===== config.mk =====
export PLATFORM = sky130hd
export DESIGN_NAME = shuffled_lehmer_random_generator_core
export DESIGN_NICKNAME = d
export VERILOG_FILES = /design/src/hdl/slrg_pkg.sv /design/src/hdl/slrg_datapath.sv /design/src/hdl/slrg_ctrl.sv /design/src/hdl/shuffled_lehmer_random_generator_core.sv
export VERILOG_INCLUDE_DIRS = /design/src /design/src/hdl
export SDC_FILE = /design/constraint.sdc
export NUM_CORES = 2
export LEC_CHECK = 0
export ABC_AREA = 1
export BUFFER_PORTS_ARGS = -buffer_cell sky130_fd_sc_hd__buf_4
export CAP_MARGIN = 20
export CORE_MARGIN = 1
export CORE_UTILIZATION = 55
export CTS_BUF_LIST = sky130_fd_sc_hd__clkbuf_8
export CTS_CLUSTER_DIAMETER = 200
export DETAILED_ROUTE_END_ITERATION = 10
export PLACE_DENSITY = 0.79
export SLEW_MARGIN = 40
export SYNTH_ARGS = -nofsm -noshare
export SYNTH_HDL_FRONTEND = slang
export SYNTH_SLANG_ARGS = --single-unit

===== constraint.sdc =====
create_clock -name i_clk -period 14.35 [get_ports i_clk]
set_input_delay 1.435 -clock i_clk [delete_from_list [all_inputs] [get_ports i_clk]]
set_output_delay 1.435 -clock i_clk [all_outputs]
set_load 0.03 [all_outputs]

===== src/hdl/shuffled_lehmer_random_generator_core_assert.svh =====
// ---------------------------------------------------------------------------
// shuffled lehmer generator assertion macros
// shared property wrappers, clocked on i_clk and held off during reset
// ---------------------------------------------------------------------------
`ifndef SHUFFLED_LEHMER_RANDOM_GENERATOR_CORE_ASSERT_SVH
`define SHUFFLED_LEHMER_RANDOM_GENERATOR_CORE_ASSERT_SVH

`ifndef ASSERT_OFF

// same-cycle implication
`define SLRG_ASSERT_NOW(label, ante, cons) \
    label: assert property (@(posedge i_clk) disable iff (!i_rst_n) (ante) |-> (cons)) \
        else $error("slrg check failed");

// next-cycle implication
`define SLRG_ASSERT_NEXT(label, ante, cons) \
    label: assert property (@(posedge i_clk) disable iff (!i_rst_n) (ante) |=> (cons)) \
        else $error("slrg check failed");

`else

`define SLRG_ASSERT_NOW(label, ante, cons)
`define SLRG_ASSERT_NEXT(label, ante, cons)

`endif

`endif


===== src/hdl/slrg_pkg.sv =====
// ---------------------------------------------------------------------------
// slrg_pkg
// constants and controller/datapath command types of the shuffled lehmer core
// ---------------------------------------------------------------------------
package slrg_pkg;

    localparam int          STATE_W        = 31;
    localparam int          MULT_W         = 15;
    localparam int          PROD_W         = STATE_W + MULT_W;
    localparam int          WARMUP_DISCARD = 8;

    localparam logic [MULT_W-1:0] LCG_MULT = 15'd16807;
    localparam logic [31:0]       LCG_MOD  = 32'h7FFF_FFFF;

    localparam logic CMD_DRAW   = 1'b0;
    localparam logic CMD_RESEED = 1'b1;

    // controller -> datapath
    typedef struct packed {
        logic seed_load;
        logic mul;
        logic fold;
        logic cnt_warm;
        logic cnt_dec;
        logic warm_wr;
        logic warm_done;
        logic div_load;
        logic tbl_rd;
        logic commit;
    } t_dp_cmd;

    // datapath -> controller
    typedef struct packed {
        logic cnt_zero;
    } t_dp_status;

endpackage


===== src/hdl/slrg_datapath.sv =====
// ---------------------------------------------------------------------------
// slrg_datapath
// generator state, 31x15 multiplier with mersenne fold, table index compare,
// shuffle table memory and output word register
// ---------------------------------------------------------------------------
module slrg_datapath
    import slrg_pkg::*;
#(
    parameter int TABLE_DEPTH = 32
) (
    input  logic                i_clk,
    input  logic                i_rst_n,
    input  t_dp_cmd             i_cmd,
    output t_dp_status          o_status,
    input  logic [STATE_W-1:0]  i_seed_value,
    output logic [STATE_W-1:0]  o_random_value
);

    localparam int IDX_W = $clog2(TABLE_DEPTH);
    localparam int CNT_W = $clog2(TABLE_DEPTH + WARMUP_DISCARD);
    localparam logic [31:0]      SHUF_DIV = 32'd1 + (LCG_MOD - 32'd1) / 32'(TABLE_DEPTH);
    localparam logic [CNT_W-1:0] WARM_CNT = CNT_W'(TABLE_DEPTH + WARMUP_DISCARD - 1);
    localparam logic [CNT_W-1:0] DEPTH_C  = CNT_W'(TABLE_DEPTH);

    logic [STATE_W-1:0] r_gen;
    logic [STATE_W-1:0] r_prev;
    logic [PROD_W-1:0]  r_prod;
    logic [CNT_W-1:0]   r_cnt;
    logic [IDX_W-1:0]   r_quo;
    logic [STATE_W-1:0] r_rd_data;
    logic [STATE_W-1:0] r_out;
    logic [STATE_W-1:0] r_table [TABLE_DEPTH];

    logic [31:0]        w_sum;
    logic [STATE_W-1:0] n_fold;
    logic [IDX_W-1:0]   n_quo;
    logic [IDX_W-1:0]   w_idx;
    logic               w_tbl_we;
    logic [IDX_W-1:0]   w_tbl_waddr;
    logic [STATE_W-1:0] w_tbl_wdata;
    logic [STATE_W-1:0] n_seed;

    // x*16807 mod 2^31-1: fold high bits onto low bits, one correction
    assign w_sum  = {1'b0, r_prod[STATE_W-1:0]} + 32'(r_prod[PROD_W-1:STATE_W]);
    assign n_fold = (w_sum >= LCG_MOD) ? STATE_W'(w_sum - LCG_MOD) : w_sum[STATE_W-1:0];

    assign n_seed = ((i_seed_value == '0) || (i_seed_value == LCG_MOD[STATE_W-1:0]))
                    ? STATE_W'(1) : i_seed_value;

    // index = prev / divisor, the highest constant multiple of the divisor reached
    always_comb begin
        n_quo = '0;
        for (int k = 1; k < TABLE_DEPTH; k++) begin
            if ({1'b0, r_prev} >= 32'(k) * SHUF_DIV) begin
                n_quo = IDX_W'(k);
            end
        end
    end

    assign w_idx = r_quo;

    always_comb begin
        w_tbl_we    = 1'b0;
        w_tbl_waddr = w_idx;
        w_tbl_wdata = r_gen;
        if (i_cmd.warm_wr && (r_cnt < DEPTH_C)) begin
            w_tbl_we    = 1'b1;
            w_tbl_waddr = r_cnt[IDX_W-1:0];
            w_tbl_wdata = n_fold;
        end else if (i_cmd.commit) begin
            w_tbl_we = 1'b1;
        end
    end

    always_ff @(posedge i_clk) begin
        if (!i_rst_n) begin
            r_gen  <= STATE_W'(1);
            r_prev <= '0;
        end else begin
            if (i_cmd.seed_load) begin
                r_gen <= n_seed;
            end else if (i_cmd.fold) begin
                r_gen <= n_fold;
            end
            if (i_cmd.warm_done) begin
                r_prev <= n_fold;
            end else if (i_cmd.commit) begin
                r_prev <= r_rd_data;
            end
        end
    end

    always_ff @(posedge i_clk) begin
        if (i_cmd.mul) begin
            r_prod <= PROD_W'(r_gen) * PROD_W'(LCG_MULT);
        end
        if (i_cmd.cnt_warm) begin
            r_cnt <= WARM_CNT;
        end else if (i_cmd.cnt_dec) begin
            r_cnt <= r_cnt - CNT_W'(1);
        end
        if (i_cmd.div_load) begin
            r_quo <= n_quo;
        end
        if (i_cmd.commit) begin
            r_out <= r_rd_data;
        end
    end

    // shuffle table: one write port, one registered read port
    always_ff @(posedge i_clk) begin
        if (w_tbl_we) begin
            r_table[w_tbl_waddr] <= w_tbl_wdata;
        end
        if (i_cmd.tbl_rd) begin
            r_rd_data <= r_table[w_idx];
        end
    end

    assign o_status.cnt_zero = (r_cnt == '0);
    assign o_random_value    = r_out;

endmodule


===== src/hdl/slrg_ctrl.sv =====
// ---------------------------------------------------------------------------
// slrg_ctrl
// sequencer for reseed, warm-up and draw; owns init-pending and output valid
// ---------------------------------------------------------------------------
`include "shuffled_lehmer_random_generator_core_assert.svh"

module slrg_ctrl
    import slrg_pkg::*;
(
    input  logic        i_clk,
    input  logic        i_rst_n,
    input  logic        i_in_valid,
    output logic        o_in_stall,
    input  logic        i_command,
    input  logic        i_out_stall,
    output logic        o_out_valid,
    output t_dp_cmd     o_cmd,
    input  t_dp_status  i_status
);

    typedef enum logic [6:0] {
        S_IDLE  = 7'b000_0001,
        S_WMUL  = 7'b000_0010,
        S_WFOLD = 7'b000_0100,
        S_MUL   = 7'b000_1000,
        S_FOLD  = 7'b001_0000,
        S_READ  = 7'b010_0000,
        S_WRITE = 7'b100_0000
    } t_state;

    t_state r_state, n_state;
    logic   r_pending, n_pending;
    logic   r_out_valid;
    logic   w_accept;
    logic   w_out_free;
    logic   w_draw_acc;
    logic   w_reseed_acc;

    assign o_in_stall   = (r_state != S_IDLE);
    assign w_accept     = i_in_valid && !o_in_stall;
    assign w_out_free   = !r_out_valid || !i_out_stall;
    assign w_draw_acc   = w_accept && (i_command == CMD_DRAW);
    assign w_reseed_acc = w_accept && (i_command == CMD_RESEED);

    always_comb begin
        n_state   = r_state;
        n_pending = r_pending;
        o_cmd     = '0;
        unique case (r_state)
            S_IDLE: begin
                if (w_accept) begin
                    if (i_command == CMD_RESEED) begin
                        o_cmd.seed_load = 1'b1;
                        n_pending       = 1'b1;
                    end else if (r_pending) begin
                        o_cmd.cnt_warm = 1'b1;
                        n_state        = S_WMUL;
                    end else begin
                        n_state = S_MUL;
                    end
                end
            end
            S_WMUL: begin
                o_cmd.mul = 1'b1;
                n_state   = S_WFOLD;
            end
            S_WFOLD: begin
                o_cmd.fold    = 1'b1;
                o_cmd.warm_wr = 1'b1;
                if (i_status.cnt_zero) begin
                    o_cmd.warm_done = 1'b1;
                    n_pending       = 1'b0;
                    n_state         = S_MUL;
                end else begin
                    o_cmd.cnt_dec = 1'b1;
                    n_state       = S_WMUL;
                end
            end
            S_MUL: begin
                o_cmd.mul      = 1'b1;
                o_cmd.div_load = 1'b1;
                n_state        = S_FOLD;
            end
            S_FOLD: begin
                o_cmd.fold = 1'b1;
                n_state    = S_READ;
            end
            S_READ: begin
                o_cmd.tbl_rd = 1'b1;
                n_state      = S_WRITE;
            end
            S_WRITE: begin
                if (w_out_free) begin
                    o_cmd.commit = 1'b1;
                    n_state      = S_IDLE;
                end
            end
            default: begin
                n_state = S_IDLE;
            end
        endcase
    end

    always_ff @(posedge i_clk) begin
        if (!i_rst_n) begin
            r_state     <= S_IDLE;
            r_pending   <= 1'b1;
            r_out_valid <= 1'b0;
        end else begin
            r_state   <= n_state;
            r_pending <= n_pending;
            if (o_cmd.commit) begin
                r_out_valid <= 1'b1;
            end else if (!i_out_stall) begin
                r_out_valid <= 1'b0;
            end
        end
    end

    assign o_out_valid = r_out_valid;

    `SLRG_ASSERT_NEXT(a_warm_on_pending, w_draw_acc && r_pending, r_state == S_WMUL)
    `SLRG_ASSERT_NEXT(a_warm_clears_pending, (r_state == S_WFOLD) && i_status.cnt_zero, !r_pending)
    `SLRG_ASSERT_NOW(a_no_overwrite, o_cmd.commit, !r_out_valid || !i_out_stall)
    `SLRG_ASSERT_NEXT(a_reseed_sets_pending, w_reseed_acc, r_pending && (r_state == S_IDLE))

endmodule


===== src/hdl/shuffled_lehmer_random_generator_core.sv =====
// ---------------------------------------------------------------------------
// shuffled_lehmer_random_generator_core
// minimal-standard lehmer generator with a bays-durham shuffle table
// ---------------------------------------------------------------------------
// draw: multiply with index load, fold, table read and write-back, each in its own state;
//   the next item is taken once the write-back is done and the core is idle again
// a stalled output word holds the next draw in its write-back step
// first draw after reset or reseed adds warm-up: WARMUP_DISCARD steps, then a table fill
// reseed: taken in idle, the core stays idle, no output word
// reset (sync, active low) acts as seed one with warm-up pending; table needs no clear
module shuffled_lehmer_random_generator_core
    import slrg_pkg::*;
#(
    parameter int TABLE_DEPTH = 32
) (
    input  logic                i_clk,
    input  logic                i_rst_n,
    // input word channel
    input  logic                i_in_valid,
    output logic                o_in_stall,
    input  logic                i_command,
    input  logic [STATE_W-1:0]  i_seed_value,
    // output word channel
    output logic                o_out_valid,
    input  logic                i_out_stall,
    output logic [STATE_W-1:0]  o_random_value
);

    // command and status between sequencer and datapath
    t_dp_cmd    w_cmd;
    t_dp_status w_status;

    // sequencer: idle/accept, warm-up loop, draw steps, output handoff
    slrg_ctrl u_ctrl (
        .i_clk       (i_clk),
        .i_rst_n     (i_rst_n),
        .i_in_valid  (i_in_valid),
        .o_in_stall  (o_in_stall),
        .i_command   (i_command),
        .i_out_stall (i_out_stall),
        .o_out_valid (o_out_valid),
        .o_cmd       (w_cmd),
        .i_status    (w_status)
    );

    // generator arithmetic, table index, shuffle table and output register
    slrg_datapath #(
        .TABLE_DEPTH (TABLE_DEPTH)
    ) u_datapath (
        .i_clk          (i_clk),
        .i_rst_n        (i_rst_n),
        .i_cmd          (w_cmd),
        .o_status       (w_status),
        .i_seed_value   (i_seed_value),
        .o_random_value (o_random_value)
    );

endmodule


# Word-level counts from Yosys, hierarchy flattened
# Memories as Yosys holds them, arrays and structs flattened. A register that Yosys moved wholly into a read port is not among the register bits.
# Index checks and enable logic that the tools add are counted.
# op_classes
addsub	3
multipliers	1
order_cmp	33
n_eq_ne	15
mux	70
n_reduce_logical	20
# ops
cell	n
greater-or-equal comparator 31 bit, second input constant	16
greater-or-equal comparator 31 x 30 -> 1 bit, second input constant	8
2-to-1 mux 31 bit	7
greater-or-equal comparator 31 x 29 -> 1 bit, second input constant	4
2-to-1 mux 4 bit	18
greater-or-equal comparator 31 x 28 -> 1 bit, second input constant	2
one-hot mux 7 bit (7 select lines)	1
multiplier 31 x 15 -> 46 bit, second input constant	1
adder 31 x 15 -> 32 bit	1
greater-or-equal comparator 32 x 31 -> 1 bit, second input constant	1
equality test 31 bit, second input constant	1
greater-or-equal comparator 31 x 27 -> 1 bit, second input constant	1
zero test 31 bit	1
subtractor 31 bit, second input constant	1
2-to-1 mux 3 bit	9
2-to-1 mux 1 bit	26
2-to-1 mux 7 bit	3
OR reduction 16 bit	1
2-to-1 mux 2 bit	4
inequality test 2 x 1 -> 1 bit, second input constant	4
OR reduction 8 bit	1
equality test 7 x 1 -> 1 bit, second input constant	1
equality test 7 x 2 -> 1 bit, second input constant	1
equality test 7 x 3 -> 1 bit, second input constant	1
19 further kinds	28
# totals
ff_bits	159
ramBits	992
input_bits	36
output_inout_bits	33
word_cells	156
memories	1
# mem_list
name	depth	word_bits	read_ports	rd_clocked_by_memory_dff	write_ports	line_no	source
u_datapath.r_table	32	31	1	1	1	slrg_datapath.sv:32	logic [STATE_W-1:0] r_table [TABLE_DEPTH];

# Depth between registers and ports, before layout
# logic_depth
depth_word	31
mapped_depth	25
ltp_nobuf	25

# By module
# Synthesis repeated with hierarchy kept, for this count alone.
# unflattened
cells_unflattened	4765
area_unflattened_um2	54967.7
# by_module_without_submodules
module	instances	cells_per_inst	area_each_um2	seq_area_each_um2
slrg_datapath	1	4678	54441.0	34022.6
slrg_ctrl	1	87	526.8	180.2

# Worst setup path after synthesis
# OpenSTA, ideal clock, no wires.
# synth_path
kind	reg2reg
startpoint	register u_datapath.r_gen[13]
endpoint	register u_datapath.r_prod[29] (data pin)
setup_ns	0.265
t_arrival_ns	4.958
t_required_ns	14.085
slack_ns	9.127
path_stages_with_launch	21
n_path_buf	0
period_less_slack_ns	5.223
cell_sequence	dfxtp_1 inv_1 fa_1 inv_1 ha_1 inv_1 fa_1 fa_1 fa_1 inv_1 fa_1 ha_1 nand2_1 nor2_1 inv_1 nor3_1 a21oi_1 o21ai_0 a21boi_0 o21ai_0 xor2_1
# synth_via
elab_chain_cells	1
# synth_lines
item	line_no	source
start: declaration	slrg_datapath.sv:25	logic [STATE_W-1:0] r_gen;
start signal: assignment	slrg_datapath.sv:81	r_gen <= n_seed;
start signal: assignment	slrg_datapath.sv:83	r_gen <= n_fold;
multiplier 31 x 15 -> 46 bit	slrg_datapath.sv:95	r_prod <= PROD_W'(r_gen) * PROD_W'(LCG_MULT);
end signal: assignment	slrg_datapath.sv:95	
end: declaration	slrg_datapath.sv:27	logic [PROD_W-1:0] r_prod;
# Every way passes these cells.
# A chain may end at the register's enable or synchronous reset.

# Worst setup path in the final report
# layout_path
startpoint	register u_datapath.r_gen[12]
endpoint	register u_datapath.r_prod[41] (data pin)
# Same word-level chain as after synthesis.

==> metrics.txt <==
status=complete, no violations; row count=114; register area share after synthesis=a little over three fifths; RR Startpoint=u_datapath.r_gen[12]; Final Setup Violations=0; DRC viols=0; crit path from=u_datapath.r_gen[12]; Slew Viols, Final=0; HPWL after DPL=roughly 89000 um; DRC marker count from the first detailed-route iteration=approximately 5400; H-tree levels=4; clock latency on the worst-skew pair=about 0.9 ns; Routed Wire Length=~150000 um; PostCTS Resize Cnt=0; skew final=0.05999 ns; CTS tree=yes; Layout Cells excl Fill=between 6000 and 7000; gr usage total=a little under a third; RSZ-0062 raised after global routing=no; via density per instance=around 6.2; peak supply drop=approximately 0.094 mV; Die X-Extent=roughly 320 um; max_cap viols=0; first-pass GRT wire length=approximately 220000 um; GPL Wtd Cong=~0.94; Synth Instances=4605; setup TNS=0 ns; core area=97280 um^2; Seq cells post-synth=roughly 1200; CP required=~15 ns; Area Overhead vs Synth=10.32%; Synth Net Count=around 5000; vias in the first global route=between 30000 and 40000; Port Buf Inserts=slightly below 70; CTS Hold Bufs=0; YS warnings=0; Hold Crit Start=u_datapath.r_rd_data[14]; Initial Util=between 50% and 60%; IO Pins=69; critical path data arrival time=between 6 and 7 ns; Pleak=22.34 nW; Min Hold Slack=0.4100 ns; total congestion overflow=0; Post-Synthesis Cell Area=54390 um^2; Fin. Hold Viols=0; die area=roughly 100000 um^2; Avg Synthesized Cell Area=approximately 12 um^2; fmax=~0.16 GHz; initial antenna violation count=5; DR vias=about 38000; Max-slew headroom=between 40% and 50%; Pre-antenna DRT Iters=6; Final nets=between 5000 and 6000; Unique masters post-synth=between 50 and 60; Final Cycle Share=42.56%; clk sink count=between 1000 and 1500; clk buf depth=3; Die Y=approximately 320 um; Critical Path Fanout Max=6; number of setup buffers added after CTS=0; root buf cell=clkbuf_8; Slew @ Worst Pin=~0.9 ns; CTS Buf Count=178; share of layout cells above drive strength 1=10.07%; DR WL/cell=roughly 25 um; clock-pin slew on the worst setup and hold paths=approximately 0.060 ns; PD cells=roughly 140 nW/um^2; largest net degree at the start of global routing=between 150 and 200; HP Class=flip-flop to flip-flop; Cells after DPL=approximately 5800; Worst setup EP type=flip-flop; shortest period the worst path allows=between 6 and 7 ns; startpoint types=flip-flop; ANT nets after route=0; Setup Crit Path Kind=flip-flop to flip-flop
==> per-stage QoR <==
| stage | area (um^2) | total power [mW] | util, % | worst slack [ns] |
|---|---|---|---|---|
| 5_1_grt | 60000 | 8.779 | 61.68 | 7.911 |
| 2_1_floorplan | 54390 | 5.304 | - | 9.127 |
| 4_1_cts | 59970 | 8.381 | 61.65 | 8.355 |
| 6_report | 60000 | 8.361 | 61.68 | 8.243 |
| 3_5_place_dp | 56710 | 5.866 | 58.30 | 8.389 |
| 3_3_place_gp | 56520 | 5.854 | 58.10 | 8.358 |
==> final timing paths <==
| check | endpoint | slack (ns) | cells after the start |
|---|---|---|---|
| worst max-delay path | u_datapath.r_prod[41] | 8.24 | 23 |
| worst min-delay path | u_datapath.o_random_value[14] | 0.41 | 0 |
| worst min register to register | u_datapath.o_random_value[14] | 0.41 | 0 |
| worst max register to register | u_datapath.r_prod[41] | 8.24 | 23 |
==> sequential cells by signal (all words and copies together), names as in the netlist <==
signal                     flops
u_ctrl.r_state                 7
u_datapath.r_cnt               6
u_datapath.r_quo               5
u_ctrl.o_out_valid             1
u_ctrl.r_pending               1
u_datapath.r_table           992
u_datapath.o_random_value     31
u_datapath.r_prod             46
u_datapath.r_prev              5
u_datapath.r_gen              31
u_datapath.r_rd_data          31
==> report_power, final <==
part	total, mW	internal [mW]	switching (mW)
Combinational	1.91	0.676	1.24
Clock	2.55	1.24	1.30
Sequential	3.90	3.85	0.0488
==> cell usage in the layout (no fill, tap or decap), drive strengths merged, types with 51 or more instances in the layout <==
cell,netlist,layout
o22ai,58,58
nand2,379,379
ha,204,204
inv,370,434
o21ai,665,665
dfxtp,51,51
clkinv,1,68
o221ai,193,193
edfxtp,1105,1105
nand3,146,146
clkbuf,235,181
nor2,711,711
fa,134,134
a21oi,93,93
buf,14,148
==> cells in the mapped netlist, drive strengths merged <==
| cell | n | area, um^2 |
|---|---|---|
| a211oi | 4 | 30.03 |
| a21boi | 5 | 37.54 |
| a21o | 6 | 45.04 |
| a21oi | 93 | 469.2 |
| a221oi | 1 | 8.760 |
| a31oi | 41 | 256.5 |
| a32oi | 25 | 219.0 |
| and2 | 1 | 6.260 |
| and3 | 1 | 6.260 |
| buf | 14 | 87.58 |
| clkbuf | 235 | 882.1 |
| clkinv | 1 | 3.750 |
| dfxtp | 51 | 1021 |
| edfxtp | 1105 | 33180 |
| fa | 134 | 2683 |
| ha | 204 | 2552 |
| inv | 370 | 1389 |
| nand2 | 379 | 1463 |
| nand3 | 146 | 740.7 |
| nand3b | 13 | 97.59 |
| nand4 | 39 | 244.0 |
| nor2 | 711 | 2679 |
| nor3 | 22 | 125.1 |
| nor3b | 2 | 20.02 |
| nor4 | 10 | 68.81 |
| o211a | 1 | 10.01 |
| o211ai | 4 | 30.03 |
| o21a | 9 | 67.56 |
| o21ai | 665 | 3373 |
| o21ba | 1 | 10.01 |
| o21bai | 4 | 30.03 |
| o221ai | 193 | 1690 |
| o22ai | 58 | 362.9 |
| o41ai | 1 | 8.760 |
| or2 | 1 | 6.260 |
| xnor2 | 20 | 175.2 |
| xor2 | 35 | 306.5 |
==> routing by layer <==
layer / global-route usage, % / share of wire, % / vias up
li1: - / - / 16840
met2: 46.43 / 46 / 2412
met3: 5.729 / 11 / 367
met1: 42.47 / 39 / 18503
met4: 11.51 / 3.7 / 4
met5: 0 / 0.018 / -
==> layout make-up <==
cell class,instances,area (um^2)
flip-flops and latches,1156,34200
clock inverters,141,768.2
multi-input cells,2829,18300
diodes,2,5.005
repair buffers,148,1219
well taps,1276,1597
inverters,371,1414
fillers,7384,37280
clock buffers,181,2491
==> critical path, stage by stage (launching register included) <==
cell	delay (ns)
dfxtp_1	0.50
inv_1	0.22
fa_1	0.53
inv_1	0.05
ha_1	0.30
fa_1	0.47
ha_1	0.31
inv_1	0.06
fa_1	0.54
inv_1	0.06
fa_1	0.49
ha_1	0.41
nand2_1	0.13
nor2_1	0.10
inv_1	0.04
o21ai_0	0.32
a21oi_1	0.17
o21ai_0	0.48
nand3_1	0.14
nand2_1	0.16
a21o_1	0.16
nand2_1	0.05
nand2_1	0.08
xor2_1	0.07
==> logic make-up (layout without fill, tap and decap cells) <==
logic type,after synthesis,after routing,synth area share [%]
AND/OR/NAND/NOR,1325,1325,10.03
other,0,2,0
adder cells (fa/ha/maj),338,338,9.625
XOR/XNOR,55,55,0.8857
flip-flops,1156,1156,62.89
buffers and inverters,620,841,4.343
AO/OA/AOI/OAI,1111,1111,12.23
Note: power is estimated with default switching activity, not from simulation.
